`config.mk`:
```
export PLATFORM = sky130hd
export DESIGN_NAME = mms_front
export DESIGN_NICKNAME = d
export VERILOG_FILES = /design/src/sv/mms_pkg.sv /design/src/sv/mms_front.sv
export SDC_FILE = /design/constraint.sdc
export NUM_CORES = 1
export LEC_CHECK = 0
export ABC_AREA = 1
export BUFFER_PORTS_ARGS = -buffer_cell sky130_fd_sc_hd__buf_2
export CELL_PAD_IN_SITES_DETAIL_PLACEMENT = 1
export CELL_PAD_IN_SITES_GLOBAL_PLACEMENT = 1
export CORE_ASPECT_RATIO = 0.5
export CORE_MARGIN = 1
export CORE_UTILIZATION = 44
export CTS_CLUSTER_SIZE = 24
export DETAILED_ROUTE_END_ITERATION = 10
export GPL_ROUTABILITY_DRIVEN = 0
export PLACE_DENSITY_LB_ADDON = 0.1
export SLEW_MARGIN = 0
export SYNTH_ARGS = -nofsm -noshare
export SYNTH_HDL_FRONTEND = slang
export SYNTH_SLANG_ARGS = --single-unit
```
`constraint.sdc`:
```
create_clock -name clk -period 5 [get_ports clk]
set_input_delay 0.5 -clock clk [delete_from_list [all_inputs] [get_ports clk]]
set_output_delay 0.5 -clock clk [all_outputs]
set_load 0.005 [all_outputs]
```
`src/sv/mms_pkg.sv`:
```
// Shared types, constants and the note-splitting helper function of the melody sequencer.
`default_nettype none

package mms_pkg;

  typedef enum logic [1:0] {
    CMD_LOAD    = 2'd0,
    CMD_SET     = 2'd1,
    CMD_REMOVE  = 2'd2,
    CMD_ADVANCE = 2'd3
  } cmd_t;

  typedef enum logic [3:0] {
    ST_IDLE,
    ST_WRAP,
    ST_SLOT,
    ST_GROUP,
    ST_RD0,
    ST_RD1,
    ST_RD2,
    ST_RD3,
    ST_EMIT,
    ST_FLUSH
  } state_t;

  typedef struct packed {
    cmd_t        command;
    logic [9:0]  mem_address;
    logic [7:0]  mem_byte;
    logic [1:0]  slot;
    logic [9:0]  tempo_value;
    logic [7:0]  repeat_limit;
    logic [15:0] elapsed;
  } item_t;

  typedef struct packed {
    logic [4:0] octave;
    logic [3:0] pitch_class;
  } split_t;

  localparam logic [7:0]  END_MARK    = 8'h7F;
  localparam logic [8:0]  CHORD_LIMIT = 9'd256;
  localparam logic [12:0] GROUP_LIMIT = 13'd4096;

  // Quotient by 12 through the reciprocal 171/2048, exact for all byte values.
  function automatic split_t split_note(input logic [7:0] v);
    logic [18:0] p;
    logic [4:0]  q;
    logic [7:0]  r;
    split_t      res;
    p = {11'd0, v} * 19'd171;
    q = p[15:11];
    r = v - ({3'd0, q} * 8'd12);
    res.octave = q;
    res.pitch_class = r[3:0];
    return res;
  endfunction

endpackage

`default_nettype wire

```
`src/sv/mms_front.sv`:
```
// Command front end: accepts transfers and queues them for the engine.
`default_nettype none

module mms_front (
  input  wire             clk,
  input  wire             rst,
  input  wire             cmd_valid,
  output logic            cmd_stall,
  input  mms_pkg::item_t  in_item,
  input  wire             pop,
  output logic            q_valid,
  output mms_pkg::item_t  q_item
);
  import mms_pkg::*;

  item_t      entry [2];
  logic       rd_ptr;
  logic       wr_ptr;
  logic [1:0] count;
  logic       push;
  logic       take;

  assign cmd_stall = (count == 2'd2);
  assign push      = cmd_valid && !cmd_stall;
  assign q_valid   = (count != 2'd0);
  assign take      = pop && q_valid;
  assign q_item    = entry[rd_ptr];

  always_ff @(posedge clk) begin
    if (rst) begin
      rd_ptr <= 1'b0;
      wr_ptr <= 1'b0;
      count  <= 2'd0;
    end else begin
      if (push) begin
        wr_ptr <= !wr_ptr;
      end
      if (take) begin
        rd_ptr <= !rd_ptr;
      end
      if (push && !take) begin
        count <= count + 2'd1;
      end else if (take && !push) begin
        count <= count - 2'd1;
      end
    end
  end

  always_ff @(posedge clk) begin
    if (push) begin
      entry[wr_ptr] <= in_item;
    end
  end

endmodule

`default_nettype wire

```
==> results.json, run 1 <==
{
  "status": "completed",
  "multi_input_area_um2": 906,
  "drc": 0,
  "hold_buffers": 0,
  "drt-initial-drc-count": 112,
  "ys_ff_latch": 117,
  "fin_worst_skew_ps": 11.5,
  "nets": 404,
  "async_flop_share": 0,
  "crit_path_cell_trace": "mux2_2, buf_2",
  "synth_top_area_share": 0.757,
  "overflow": 0,
  "power_leakage_nw": 2.31,
  "clock_path_buffers": 2,
  "portBuffers": 117,
  "min_period_ps": 2470,
  "fin_util": 0.604,
  "yosys-top-cells-area": "edfxtp_1, mux2_4, mux2_2",
  "cts_inserted_buffers": 17,
  "crit_family": "flip-flops",
  "cp.required_ps": 4500,
  "slowest_stage": "dfxtp_4",
  "syn_nets": 272,
  "synth_cell_types": 15,
  "antenna_found_initial": 1,
  "relSlewSlack": 0.350,
  "core_mm2": 0.00963,
  "pre_cts_slack_ps": 2660,
  "wire_per_inst_um": 17.3,
  "fmax_ghz": 0.404,
  "hold_violations": 0,
  "setup_violations": 0,
  "row_count": 25,
  "clock_latency_ps": 410,
  "ys.flop_type": "edfxtp_1",
  "post-route-period-util": 0.495,
  "max_cap_viol_count": 0,
  "vdd_drop_max_uv": 309,
  "wl_met1_mm": 3.47,
  "grt_pass1_vias": 2525,
  "hp-start": "in_item[51]",
  "place_area_mm2": 0.00517,
  "wl_met3_um": 532,
  "final_cell_area_mm2": 0.00582,
  "grt_usage": 0.176,
  "pin_count": 118,
  "arrival_ps": 1970,
  "avgViaCountPerCell": 4.69,
  "first_pass_iters": 4,
  "crit_type": "reg2out",
  "whs_ps": 279,
  "area_growth_pct": 30.9,
  "synth_edf_count": 112,
  "yosysWarnings": 0,
  "yosys.cell_count.top_type": "edfxtp_1",
  "p_per_area_mw_per_mm2": 556,
  "die-area_mm2": 0.0105,
  "finalWirelength_mm": 8.53,
  "clock_tree.root_cell": "clkbuf_16",
  "grt_pass1_wl_mm": 12.9,
  "cts_tree": "yes",
  "via_count": 2309,
  "crit_buf_inv": 1,
  "die_h_um": 73.1,
  "highest_layer": "met4",
  "fillerInstances": 932,
  "yosys.area.top_type": "edfxtp_1",
  "htreeDepth": 4,
  "cp_max_fo": 56,
  "avgSynthCellArea_um2": 21.1,
  "hold_path_class": "in2reg",
  "slowest_delay_ps": 970,
  "p_total_mw": 3.23,
  "startpoint_type": "flop",
  "ys_seq_area_frac": 0.779,
  "synth.cell_area_mm2": 0.00445,
  "fin_ws_ps": 2530,
  "cts_setup_buffers": 0,
  "drive_above_1_share": 0.573,
  "rsz0062_at_grt": "no",
  "layout.area.seq_mm2": 0.00347,
  "die_w_um": 144,
  "synthCells": 211,
  "start_util": 0.461,
  "clk_pin_slew_ps": 60,
  "worst_pin_slew_ps": 975,
  "dp_cells": 459,
  "tns_ps": 0,
  "worstSetupEndpointType": "primary output",
  "dp_hpwl_mm": 5.35,
  "reg2reg_from": "count[1]",
  "slew_violations": 0,
  "cts_resized": 0,
  "ys_top_cells_by_count": "edfxtp_1, mux2_4, mux2_2",
  "layout.cells.non_filler": 492,
  "dr_wl_met2_mm": 4.43,
  "ant_nets": 0,
  "cts_sinks": 117,
  "grt_max_degree": 57
}
[metal layers]
metal / up-vias / track usage
li1: 1077 / -
met1: 1151 / 0.189
met2: 73 / 0.305
met3: 8 / 0.0781
met4: 0 / 0.0807
met5: - / 0
[final timing paths]
path                                     end  slack, ps  depth (start not counted)
worst max register to register  entry[1][17]       2810                          4
worst min register to register        rd_ptr        530                          2
worst max-delay path              q_item[54]       2530                          2
worst min-delay path            entry[1][51]        280                          1
[registers in the layout, indices dropped and copies added, names as in the netlist, named ones only]
register,cells
count,2
rd_ptr,1
entry,112
wr_ptr,1
[where the power goes]
group / internal, mW / leakage (nW) / switching, mW / total [mW]
clock network: 0.924 / 0.315 / 0.405 / 1.33
registers: 1.24 / 1.09 / 0.103 / 1.35
logic: 0.319 / 0.910 / 0.240 / 0.559
total: 2.49 / 2.31 / 0.748 / 3.23
[final cells by class]
type | instances | area share
sequential | 117 | 0.596
multi-input combinational | 80 | 0.156
timing repair buffer | 119 | 0.103
clock buffer | 19 | 0.0744
clock inverter | 13 | 0.0361
tap | 135 | 0.0290
inverter | 8 | 0.00516
antenna | 1 | 0.000430
[logic make-up (layout without fill, tap and decap cells)]
| kind of cell | count (synthesis) | after routing | share of synthesized area |
|---|---|---|---|
| other cells | 0 | 1 | 0 |
| compound gates | 5 | 5 | 0.00563 |
| fa+ha+maj | 1 | 1 | 0.00281 |
| flops | 117 | 117 | 0.779 |
| mux | 56 | 56 | 0.176 |
| buf+inv | 14 | 159 | 0.0205 |
| simple gates | 18 | 18 | 0.0163 |
[worst register-to-register path, cell delays in order (launching register included)]
cell and delay [ps]:
dfxtp_1 320, inv_1 130, o21ai_1 180, nor2_4 670, buf_4 530
[cells in the final DEF, fill, tap and decap left out, types with 2 or more instances in the layout]
| cell | instances |
|---|---|
| o21ai_0 | 2 |
| buf_2 | 117 |
| a21oi_1 | 2 |
| edfxtp_1 | 112 |
| nand2_1 | 7 |
| mux2_4 | 40 |
| nor2_4 | 2 |
| clkinv_1 | 4 |
| nor2_1 | 6 |
| clkbuf_1 | 2 |
| clkbuf_16 | 17 |
| clkinv_2 | 3 |
| nand3_1 | 2 |
| inv_1 | 8 |
| mux2_2 | 16 |
| buf_4 | 2 |
| dfxtp_1 | 4 |
| bufinv_16 | 6 |
No activity file was read; power rests on OpenSTA's default activity.
==> run 2: changes to the inputs <==
- CORE_UTILIZATION: 44 -> 40
- clock period: 5 -> 2.06 ns (I/O delays scaled with it)
==> run 2 against run 1 <==
Net effect: global-route usage down 0.72 points; first-iteration DRC count up 13%; total power up 140%; critical endpoint is now q_item[1]; highest routed layer unchanged; via count up 9.4%; sequential power up 130%; clock power up 140%; cell area up 10%; register-to-register slack worse by 2600 ps; hold slack worse by 250 ps; wire length up 6.0%.
==> results.json, run 2 (synthesis gave the netlist of run 1 again) <==
{
  "status": "completed",
  "max_cap_viol_count": 0,
  "clk_pin_slew_ps": 60,
  "die-area_mm2": 0.0116,
  "drive_above_1_share": 0.512,
  "crit_buf_inv": 2,
  "slew_violations": 0,
  "worstSetupEndpointType": "primary output",
  "clock_tree.root_cell": "clkbuf_16",
  "slowest_stage": "dfxtp_4",
  "cts_setup_buffers": 0,
  "slowest_delay_ps": 550,
  "grt_pass1_vias": 2894,
  "cts_sinks": 117,
  "fillerInstances": 985,
  "hold_depth": 1,
  "die_h_um": 76.5,
  "crit_path_cell_trace": "buf_12, mux2_2, buf_2",
  "via_count": 2526,
  "startpoint_type": "flop",
  "relSlewSlack": 0.649,
  "cts_inserted_buffers": 17,
  "fin_ws_ps": 106,
  "p_per_area_mw_per_mm2": 1240,
  "clock_path_buffers": 2,
  "most-common-layout-cells": "buf_2, edfxtp_1, dlygate4sd3_1, mux2_4, clkbuf_16",
  "crit_family": "flip-flops",
  "cp_num_cells": 3,
  "drc": 0,
  "nets": 462,
  "layout_commonest_cell": "buf_2",
  "place_area_mm2": 0.00522,
  "hold_path_class": "in2reg",
  "cts_resized": 0,
  "vdd_drop_max_uv": 723,
  "avgViaCountPerCell": 4.56,
  "antenna_found_initial": 0,
  "portBuffers": 117,
  "grt_pass1_wl_mm": 14.0,
  "power_leakage_nw": 2.55,
  "pre_cts_slack_ps": 257,
  "cp.required_ps": 1850,
  "reg2regPathDepth": 6,
  "start_util": 0.423,
  "setup_violations": 0,
  "cp_max_fo": 30,
  "dp_hpwl_mm": 5.65,
  "largest-register": "entry",
  "min_period_ps": 1950,
  "overflow": 0,
  "clock_latency_ps": 400,
  "rsz0062_at_grt": "no",
  "p_total_mw": 7.91,
  "row_count": 26,
  "first_pass_iters": 4,
  "fmax_ghz": 0.512,
  "cts_tree": "yes",
  "arrival_ps": 1750,
  "hold_buffers": 54,
  "n_antenna_cell": 0,
  "whs_ps": 29.8,
  "pin_count": 118,
  "wire_per_inst_um": 16.3,
  "worst_pin_slew_ps": 523,
  "final_cell_area_mm2": 0.00640,
  "drt-initial-drc-count": 127,
  "area_growth_pct": 44.0,
  "htreeDepth": 4,
  "crit_type": "reg2out",
  "post-route-period-util": 0.948,
  "finalWirelength_mm": 9.04,
  "fin_worst_skew_ps": 12.9,
  "grt_usage": 0.169,
  "largest_reg_flops": 112,
  "grt_max_degree": 34,
  "core_mm2": 0.0105,
  "top_regs": "entry: 112 flops, count: 2 flops",
  "die_w_um": 151,
  "hold_violations": 0,
  "ant_nets": 0
}
run 2: cell count changes in the layout (fill, tap and decap cells not counted):
cell           previous run  this run
bufinv_16                 6         5
diode_2                   1         0
buf_12                    0         1
buf_4                     2         5
dlygate4sd3_1             0        54
clkinv_4                  0         2
clkinvlp_4                0         3
clkbuf_1                  2         1
clkinv_1                  4         1
run 2: per-stage QoR:
step           cells  utilization  setup TNS, ps
6_report         554        0.609              0
3_5_place_dp     468        0.497              0
3_3_place_gp     468        0.497              0
2_1_floorplan    211            -         -37140
4_1_cts          554        0.609              0
5_1_grt          554        0.609              0
run 2: layout make-up:
cell class                 count  area, um2  share of cell area
clock buffer                  18        429              0.0671
clock inverter                14        209              0.0326
inverter                       8       30.0             0.00469
multi-input combinational     80        906               0.142
sequential                   117       3470               0.542
tap                          140        175              0.0274
timing repair buffer         177       1180               0.185
run 2: final timing paths:
kind,startpoint,end,slack [ps]
worst min-delay path,in_item[29],entry[0][29],30
worst max register to register,count[1],count[0],250
worst max-delay path,flop,q_item[1],110
worst min register to register,rd_ptr,flop,520
run 2: power breakdown:
part	internal [mW]	switching (mW)
Sequential	3.02	0.144
Combinational	0.865	0.737
Clock	2.14	1.01
run 2: layer usage:
metal	vias up	global-route usage	routed length, um
li1	1200	-	-
met1	1244	0.180	3620
met2	72	0.307	4910
met3	10	0.0431	379
met4	0	0.0890	119
met5	-	0	0
